--- src/hw/rtl/tcw_pkg.sv ---
// ----------------------------------------------------------------------------
// tcw_pkg - shared types and codes of the text console writer
// Request and result layouts, action and character codes, and the command
// codes that pass from the front end to the back end.
// ----------------------------------------------------------------------------
`default_nettype none

package tcw_pkg;

	// one incoming request
	typedef struct packed {
		logic [1:0] action;
		logic [7:0] char_code;
		logic [4:0] read_row;
		logic [6:0] read_col;
	} item_t;

	// one result
	typedef struct packed {
		logic [6:0] cursor_col;
		logic [4:0] cursor_row;
		logic [7:0] cell_char;
		logic [7:0] cell_color;
	} result_t;

	// request actions
	localparam logic [1:0] ACT_PUT   = 2'd0;
	localparam logic [1:0] ACT_CLEAR = 2'd1;
	localparam logic [1:0] ACT_READ  = 2'd2;

	// special characters and blank attribute after reset
	localparam logic [7:0] CH_NEWLINE   = 8'd10;
	localparam logic [7:0] CH_BACKSPACE = 8'd8;
	localparam logic [7:0] CH_SPACE     = 8'd32;
	localparam logic [7:0] RESET_COLOR  = 8'd15;

	// decoded commands, front end to back end
	localparam logic [2:0] OP_NOP       = 3'd0;
	localparam logic [2:0] OP_CHAR      = 3'd1;
	localparam logic [2:0] OP_NEWLINE   = 3'd2;
	localparam logic [2:0] OP_BACKSPACE = 3'd3;
	localparam logic [2:0] OP_CLEAR     = 3'd4;
	localparam logic [2:0] OP_READ      = 3'd5;

	typedef struct packed {
		logic [2:0] op;
		logic [7:0] char_code;
		logic [4:0] read_row;
		logic [6:0] read_col;
	} cmd_t;

endpackage

`default_nettype wire

--- src/hw/rtl/tcw_front.sv ---
// ----------------------------------------------------------------------------
// tcw_front - request decode and command queue
// Turns each accepted request into a command code (out-of-range reads become
// no-ops) and holds up to two commands for the back end.
// ----------------------------------------------------------------------------
`default_nettype none

module tcw_front
	import tcw_pkg::*;
#(
	parameter int NUM_COLUMNS = 80,
	parameter int NUM_ROWS    = 25
) (
	input  wire logic  clk,
	input  wire logic  arst_n,
	input  wire logic  push,
	output logic       full,
	input  wire item_t item,
	input  wire logic  hold,
	output logic       cmd_valid,
	output cmd_t       cmd,
	input  wire logic  cmd_take
);

	logic [2:0] op_cls;
	logic       push_ok;
	logic       take_ok;
	cmd_t       slot_q [2];
	logic       wr_ptr_q;
	logic       rd_ptr_q;
	logic [1:0] count_q;

	// classify the request
	always_comb begin
		op_cls = OP_NOP;
		case (item.action)
			ACT_PUT: begin
				if (item.char_code == CH_NEWLINE)
					op_cls = OP_NEWLINE;
				else if (item.char_code == CH_BACKSPACE)
					op_cls = OP_BACKSPACE;
				else
					op_cls = OP_CHAR;
			end
			ACT_CLEAR: begin
				op_cls = OP_CLEAR;
			end
			ACT_READ: begin
				if (({1'b0, item.read_row} < 6'(NUM_ROWS)) &&
				    ({1'b0, item.read_col} < 8'(NUM_COLUMNS)))
					op_cls = OP_READ;
			end
			default: begin
				op_cls = OP_NOP;
			end
		endcase
	end

	// queue handshake
	assign full      = (count_q == 2'd2) || hold;
	assign push_ok   = push && !full;
	assign cmd_valid = (count_q != 2'd0);
	assign take_ok   = cmd_take && cmd_valid;
	assign cmd       = slot_q[rd_ptr_q];

	// queue storage
	always_ff @(posedge clk) begin
		if (push_ok)
			slot_q[wr_ptr_q] <= '{op: op_cls, char_code: item.char_code,
			                      read_row: item.read_row, read_col: item.read_col};
	end

	// queue pointers and fill
	always_ff @(posedge clk or negedge arst_n) begin
		if (!arst_n) begin
			wr_ptr_q <= 1'b0;
			rd_ptr_q <= 1'b0;
			count_q  <= 2'd0;
		end else begin
			if (push_ok)
				wr_ptr_q <= !wr_ptr_q;
			if (take_ok)
				rd_ptr_q <= !rd_ptr_q;
			count_q <= count_q + {1'b0, push_ok} - {1'b0, take_ok};
		end
	end

endmodule

`default_nettype wire

--- config.mk ---
export PLATFORM = sky130hd
export DESIGN_NAME = tcw_front
export DESIGN_NICKNAME = d
export VERILOG_FILES = /design/src/hw/rtl/tcw_pkg.sv /design/src/hw/rtl/tcw_front.sv
export SDC_FILE = /design/constraint.sdc
export NUM_CORES = 1
export LEC_CHECK = 0
export ABC_AREA = 1
export BUFFER_PORTS_ARGS = -buffer_cell sky130_fd_sc_hd__buf_2
export CAP_MARGIN = 20
export CORE_MARGIN = 2
export CORE_UTILIZATION = 26
export CTS_CLUSTER_SIZE = 24
export DETAILED_ROUTE_END_ITERATION = 8
export HOLD_SLACK_MARGIN = 0.02
export RECOVER_POWER = 25
export SLEW_MARGIN = 25
export SYNTH_ARGS = -nofsm -noshare
export SYNTH_HDL_FRONTEND = slang
export SYNTH_SLANG_ARGS = --single-unit
export TNS_END_PERCENT = 50
--- constraint.sdc ---
create_clock -name clk -period 1.9 [get_ports clk]
set_input_delay 0.19 -clock clk [delete_from_list [all_inputs] [get_ports clk]]
set_output_delay 0.19 -clock clk [all_outputs]
set_load 0.005 [all_outputs]
==> metrics list, run 1 <==
* Critical hold path startpoint: item[2]
- Global-route wire length before repair: 6430 um
- Number of setup buffers added after CTS: 0
* Crit. End Element: register
* Final worst-path cycle share: 0.8674
- After synthesis, the share of cell area in mux cells is 0.
- Number of failing hold endpoints at the final stage: 0
- Post-synthesis instance area: 2026 um^2
- The cell sitting at the root of the clock tree is a sky130_fd_sc_hd__clkbuf_8.
- Along the worst path, the maximum fanout reaches 3.
* Final nets: 270
- After detailed routing, the number of remaining DRC violations is 0.
- 0 antenna diodes ended up in the layout.
- Seq/Total Area, Yosys: 0.7313
* Cells on Worst Hold Path: 1
* Routed wirelength normalized by instance count: ~12 um
- Of the total synthesized cell area, the portion taken by full adders, half adders and majority gates is 0.01235.
- In this run the horizontal extent of the chip is 92.27 um.
- Count of antenna-violating nets left after detailed routing: 0
* Number of buffers inserted during clock tree synthesis: 5
* Kind of critical path: register to register
* Vias in the first global route: 1,392
* Post-DP HPWL: roughly 2700 um
* Register-to-Register Path Depth: 10
* TritonCTS clock tree: built
- Cell Rows: 32
- Routability-driven placement finished with a final weighted congestion of between 0.6 and 0.7.
* Avg Inst Size Synth: around 11 um^2
* Pin count of the biggest net entering global routing: 25
- Achievable clock frequency: slightly above 600 MHz
- Max-cap violations in this run came to 0.
- The number of pins exceeding their max-slew limit in the final report came to 0.
- For this run, the total global-route usage over all layers was measured as 0.1021.
- Post-synthesis to final-layout area growth: 24.27%
- Reg2reg start: count_q[1]
- In this run the worst hold path is classified as input port to register.
- Area of the core: 7647 um^2
- The worst setup path is launched from a register.
- The library cell used most frequently in the layout, excluding fill and tap cells, is sky130_fd_sc_hd__nand2_1.
* Deepest level of the CTS H-tree: 2
- Synth Register Bits: 50
- Post-detailed-routing wire length: between 4000 and 5000 um
- In the layout the commonest cells are 88 x sky130_fd_sc_hd__nand2_1, 46 x sky130_fd_sc_hd__edfxtp_1, 36 x sky130_fd_sc_hd__buf_2.
* Placed cells: 335
- Worst setup skew after layout: about 4.6 ps
- Reported leakage power: roughly 1.1 nW
* Worst-path clk slew: 80 ps
- Io pins: between 50 and 60
- TritonRoute pass-1 iters: 4
- The number of nets handed over by synthesis was ~210.
* Data required time of the worst path: between 2000 and 2500 ps
* Worst-case register-to-register setup slack: about 250 ps
* Main combinational cell family by area after synthesis: simple AND/OR/NAND/NOR gates
- Worst-case clock buffer depth: 2
- The sequential cells in the finished layout cover a total of between 1000 and 1500 um^2.
- Headroom to the max-slew limit came out at 0.6986.
- CP arrival: 1840 ps
* Number of antenna violations at the first check in global routing: 0
- Tracing the worst setup path back leads to its startpoint at count_q[1].
* Synthesis warning total: 0
* Cell area power density: around 1200 nW/um^2
- The die is 92.27 um tall.
* Overall power of the completed layout: between 3 and 4 mW
- Area share of xor/xnor cells in the synthesized design: 0.01297
- The filler cells instantiated in the layout total 785.
- Post-synthesis compound-gate area fraction: 0
- The multi-input combinational cells in the finished layout cover a total of 457.9 um^2.
- Critical register-to-register path endpoint: count_q[1]
* Worst-case vdd ir drop: about 0.57 mV
* Number of distinct library cell variants in the gate-level netlist after synthesis: 13
* Clk sink count: 50
- Number of port buffers: 51
* Die Outline Area: roughly 8500 um^2
- Initial core utilization: 0.2649
- The worst path in the final design needs a cycle of ~1600 ps, including I/O delays and setup.
- Cells after Synth: 182
* Setup repair after global routing missed its margin: no
- Final setup fails: 0
* Final standard cell count with taps included and fillers excluded: ~340
- Number of vias per cell: just under 4
* Simple-gate area share of the yosys netlist: 0.1983
- For hold timing, the worst endpoint is slot_q[1][2].
- At the pin with the least slew margin, the transition time is 451.5 ps.
- Worst-Skew Late Latency: ~300 ps
* Vias after detailed routing: around 1,300
- After the first detailed-routing iteration, the DRC count stood at between 90 and 100.
- Summed over all layers, the global routing overflow is 0.
* Share of final-layout standard cells stronger than drive strength 1: 0.2116
* Outcome: complete, no violations
## power breakdown
group | switching [mW] | internal (mW) | total (mW)
clock network | 0.330 | 0.381 | 0.711
registers | 0.0518 | 1.38 | 1.43
logic | 0.605 | 0.368 | 0.973
total | 0.987 | 2.13 | 3.12
## metrics by stage
| stage | utilization | TNS [ps] | setup WS (ps) | hold WS (ps) | cell area, um^2 |
|---|---|---|---|---|---|
| floorplan | - | -1397 | -60.74 | -105.6 | 2028 |
| detailed placement | 0.3169 | 0 | 249.1 | 0.4600 | 2424 |
| finish | 0.3292 | 0 | 251.9 | 83.65 | 2517 |
| global route | 0.3292 | 0 | 128.0 | 68.82 | 2517 |
| CTS | 0.3316 | 0 | 231.4 | 67.91 | 2536 |
| global placement | 0.3169 | 0 | 401.6 | -1.881 | 2424 |
## kinds of logic after synthesis
family,after synthesis
xor+xnor,3
fa+ha+maj,2
flops,50
buf+inv,23
simple gates,104
## flip-flops by register name (all words and copies together) (netlist names)
| name | cells |
|---|---|
| count_q | 2 |
| rd_ptr_q | 1 |
| slot_q | 46 |
| wr_ptr_q | 1 |
## cell type report
| cell class | count | area share |
|---|---|---|
| Tap cell | 102 | 0.05070 |
| Sequential cell | 50 | 0.5885 |
| Clock buffer | 5 | 0.02734 |
| Inverter | 19 | 0.02833 |
| Clock inverter | 2 | 0.01342 |
| Multi-Input combinational cell | 109 | 0.1819 |
| Timing Repair Buffer | 56 | 0.1098 |
## critical path, stage by stage, from the launching register on
cell and delay [ps]:
sky130_fd_sc_hd__dfrtp_1 410, sky130_fd_sc_hd__inv_1 90, sky130_fd_sc_hd__nand2_1 80, sky130_fd_sc_hd__nand2_1 100
sky130_fd_sc_hd__inv_1 60, sky130_fd_sc_hd__ha_1 270, sky130_fd_sc_hd__inv_1 40, sky130_fd_sc_hd__ha_1 200
sky130_fd_sc_hd__xor2_1 160, sky130_fd_sc_hd__nor2_1 110, sky130_fd_sc_hd__nor2_1 50
## synthesized netlist by cell type, drive strengths merged
library cell | instances | area, um^2
xnor2 | 1 | 8.760
nand3 | 1 | 10.01
nand2 | 88 | 330.3
inv | 19 | 71.31
buf | 4 | 20.02
edfxtp | 46 | 1381
and3 | 1 | 6.260
dfrtp | 4 | 100.1
xor2 | 2 | 17.52
nor2 | 13 | 48.80
ha | 2 | 25.02
or2 | 1 | 6.260
## timing repair
action,4_1_cts,5_1_grt
hold endpoints to repair,4,0
hold buffers,1,0
resized for setup,0,0
## worst max path at each step
stage	endpoint	slack [ps]	cells after the start
after CTS	count_q[1]	230	10
after floorplan	slot_q[1][0]	-60	3
final	count_q[1]	250	10
after global routing	count_q[1]	130	10
after detailed placement	count_q[1]	250	10
after global placement	count_q[1]	400	10
## per-layer routing
metal | track usage | routed length, um | part of all wire | vias up
li1 | - | - | - | 693
met1 | 0.1088 | 1637 | 0.41 | 605
met2 | 0.1844 | 2065 | 0.51 | 33
met3 | 0.02301 | 212 | 0.053 | 7
met4 | 0.05846 | 102 | 0.025 | 0
met5 | 0 | 0 | 0 | -
(Power assumes the default switching activity.)
==> run 2: changes to the inputs <==
HOLD_SLACK_MARGIN = default   (was 0.02)
PLACE_DENSITY_LB_ADDON = 0.1   (was default)
clock period = 2 ns   (was 1.9 ns; I/O delays follow)
==> run 2 against run 1 <==
  * Largest power group unchanged
  * Setup slack better by 190 ps
  * Combinational power down 4.3%
  * Hold slack better by 5.9 ps
  * Clock power down 23%
  * Critical path depth down 6
==> metrics list, run 2 (synthesis results as in run 1) <==
- The flow ran to the end, and the final reports show no timing, DRC or antenna violations.
- Setup total negative slack: 0 ps (unchanged)
* GRT Resource Usage Total: 0.09825 (-0.003803)
- The initial antenna violation count was 0 (unchanged).
* Post-synthesis to final-layout area growth: 23.72%
- Critical Path Source Type: register
* Slew Limit Headroom: 0.6837 (-0.01481)
* Biggest register: slot_q
* Area of the core: 7647 um^2 (unchanged)
- Number of failing hold endpoints at the final stage: 0 (unchanged)
* Transition time at the pin with the least slew margin: 473.7 ps (+22.18 ps)
* Final standard cell utilization of the core: 0.3277 (-0.001472)
- CP Cell Sequence: inv_2, nand2_1, nand2_1, buf_2
- The worst hold margin came to 89.55 ps (+5.895 ps).
- Registers with the most flip-flops: slot_q: 46 flops, count_q: 2 flops
* Max-slew violation count: 0 (unchanged)
- Most utilized layer in the global route result: met2
- The number of placed instances, taps included is 335 (unchanged).
- Crit Path Max Fanout: 24 (+21)
- Achievable clock frequency: between 600 and 700 MHz
* X dimension of the die: 92.27 um (unchanged)
- Setup repair after global routing left no endpoint under its margin.
- The detail-routed via count per cell was 3.866 (-0.90%).
* Kind of critical path: register to output pin
* Share of power burned in registers: 0.479 (+0.019)
* Post-detailed-routing wire length: 3997 um (-0.50%)
* Vias after detailed routing: 1,326 (-0.90%)
- Crit. End Element: output pin
- The power per standard cell area came to 1131 nW/um^2 (-8.7%).
- Initial core utilization: 0.2649 (unchanged)
- Worst-case clock buffer depth: 2 (unchanged)
- Met3 global-route usage: 0.02958 (+0.006574)
- The depth of the CTS H-tree was 2 (unchanged).
- The cell area after layout is 2506 um^2 (-0.45%).
* Largest stage delay on the critical path: 390 ps (-20 ps)
- The total power came to 2.835 mW (-9.1%).
- CP arrival: 1350 ps (-490 ps)
- In this design, the critical path's most frequently occurring cell is sky130_fd_sc_hd__nand2_1.
* Met1 track demand over resource: 0.1168 (+0.008016)
* Share of final-layout standard cells stronger than drive strength 1: 0.2158 (+0.004149)
- In the finished design, the share of the clock period the worst path needs comes to 0.7770.
- Final standard cell count with taps included and fillers excluded: 343 (unchanged)
* Worst-Skew Late Latency: 300 ps (about the same)
* Number of remaining DRC errors: 0 (unchanged)
- Global-route wire length before repair: 6230 um (-3.1%)
- Final setup fails: 0 (unchanged)
- Data required time of the worst path: 1800 ps (-290 ps)
- The post-CTS clock slew at the launch and capture registers of the worst setup and hold paths came to 80 ps (about the same).
- Slowest-stage cell, CP: sky130_fd_sc_hd__dfrtp_1
- Overflow left after global routing: 0 (unchanged)
- The number of sinks handled by clock tree synthesis was 50 (unchanged).
* Final worst setup slack: 446.0 ps (+194.1 ps)
- Final nets: 270 (unchanged)
* Placer Congestion: 0.6619 (-2.7%)
* Vias in the first global route: 1,311 (-5.8%)
* TritonCTS clock tree: built
- Number of antenna repair diodes: 0 (unchanged)
- Worst-case vdd ir drop: 0.5148 mV (-10%)
- Root Driver: sky130_fd_sc_hd__clkbuf_8
* Area after detailed placement: 2436 um^2 (+0.52%)
* Number of buffers inserted during clock tree synthesis: 5 (unchanged)
- The top-level I/O count was 52 (unchanged).
- The largest net degree at the start of global routing came to 25 (unchanged).
- The combinational share of power was 0.328 (+0.016).
- Among cell families on the critical path, the largest total delay comes from buffers and inverters.
- The number of max-cap violations is 0 (unchanged).
- The HPWL after detailed placement came to 2706 um (+0.68%).
- The post-place setup slack is 463.1 ps (+213.9 ps).
- The count of buffers inserted at the top-level ports is 51 (unchanged).
- Most frequent standard cell in the layout excluding fill and tap cells: sky130_fd_sc_hd__nand2_1
- The net switching power came to 0.9284 mW (-6.0%).
- Worst setup skew after layout: 6.187 ps (+1.612 ps)
- The length of the first detailed-routing pass in iterations is 3 (-1).
- Clock share of power: 0.193 (-0.035)
- Net switching fraction of the power: 0.3275 (+0.01094)
- The site row count is 32 (unchanged).
- Worst min-delay path category: input port to register
- The flip-flop count of the largest register after layout was 46 (unchanged).
* Buffering stage count on the worst path with inverters included: 2 (-1)
- Resize count post-CTS: 0 (unchanged)
- The floorplan die area came to 8513 um^2 (unchanged).
- The met2 global-route usage is 0.1673 (-0.01716).
* Commonest cells after routing, fill and taps aside: 88 x sky130_fd_sc_hd__nand2_1, 46 x sky130_fd_sc_hd__edfxtp_1, 36 x sky130_fd_sc_hd__buf_2
- The leakage power was 1.119 nW (-0.44%).
- The internal power contribution came to 1.906 mW (-11%).
* First DRT Iteration DRCs: 60 (-38%)
- The post-detailed-route count of antenna-violating nets is 0 (unchanged).
* Clock period minus worst slack: 1554 ps
- The average wire per standard cell came to 11.65 um (-0.50%).
- The height of the die came to 92.27 um (unchanged).
[run 2: changes by cell type in the layout (fill, tap and decap cells not counted), sizes merged]
cell	delta
bufinv	-1
clkinv	+1
[run 2: metal layers]
layer	vias up	wire, um
li1	689	-
met1	599	1823
met2	34	1955
met3	4	166
met4	0	51
met5	-	0
[run 2: cell type report]
| cell class | count | area, um^2 |
|---|---|---|
| Clock inverter | 2 | 10.01 |
| Fill cell | 823 | 5141 |
| Multi-Input combinational cell | 109 | 457.9 |
| Clock buffer | 5 | 68.82 |
| Timing Repair Buffer | 56 | 289.0 |
| Sequential cell | 50 | 1481 |
| Inverter | 19 | 71.32 |
| Tap cell | 102 | 127.6 |
[run 2: power groups by stage]
stage                     clock network, mW  registers, mW  logic [mW]
after floorplan                           0           1.38       0.533
after global placement                    0           1.38       0.971
after detailed placement                  0           1.38       0.979
after CTS                             0.579           1.36       0.982
after global routing                  0.622           1.37        1.08
final                                 0.547           1.36       0.931
[run 2: timing repair]
item,4_1_cts,5_1_grt
setup buffers,0,0
hold buffers,1,0
hold endpoints to repair,4,0
[run 2: worst paths after layout]
check,startpoint,end,slack (ps),depth (start not counted)
hold reg to reg,wr_ptr_q,wr_ptr_q,540,2
setup reg to reg,count_q[1],count_q[1],450,10
min in group asynchronous,arst_n,count_q[0],230,2
max in group asynchronous,arst_n,count_q[1],1650,2
setup / recovery,rd_ptr_q,cmd[20],450,4
hold / removal,item[1],slot_q[0][1],90,1
[run 2: worst reg2reg max path, cell delays in order (launching register included)]
cell,delay (ps)
sky130_fd_sc_hd__dfrtp_1,400
sky130_fd_sc_hd__inv_1,70
sky130_fd_sc_hd__nand2_1,60
sky130_fd_sc_hd__nand2_1,90
sky130_fd_sc_hd__inv_1,50
sky130_fd_sc_hd__ha_1,270
sky130_fd_sc_hd__inv_1,40
sky130_fd_sc_hd__ha_1,200
sky130_fd_sc_hd__xor2_1,140
sky130_fd_sc_hd__nor2_1,90
sky130_fd_sc_hd__nor2_1,40
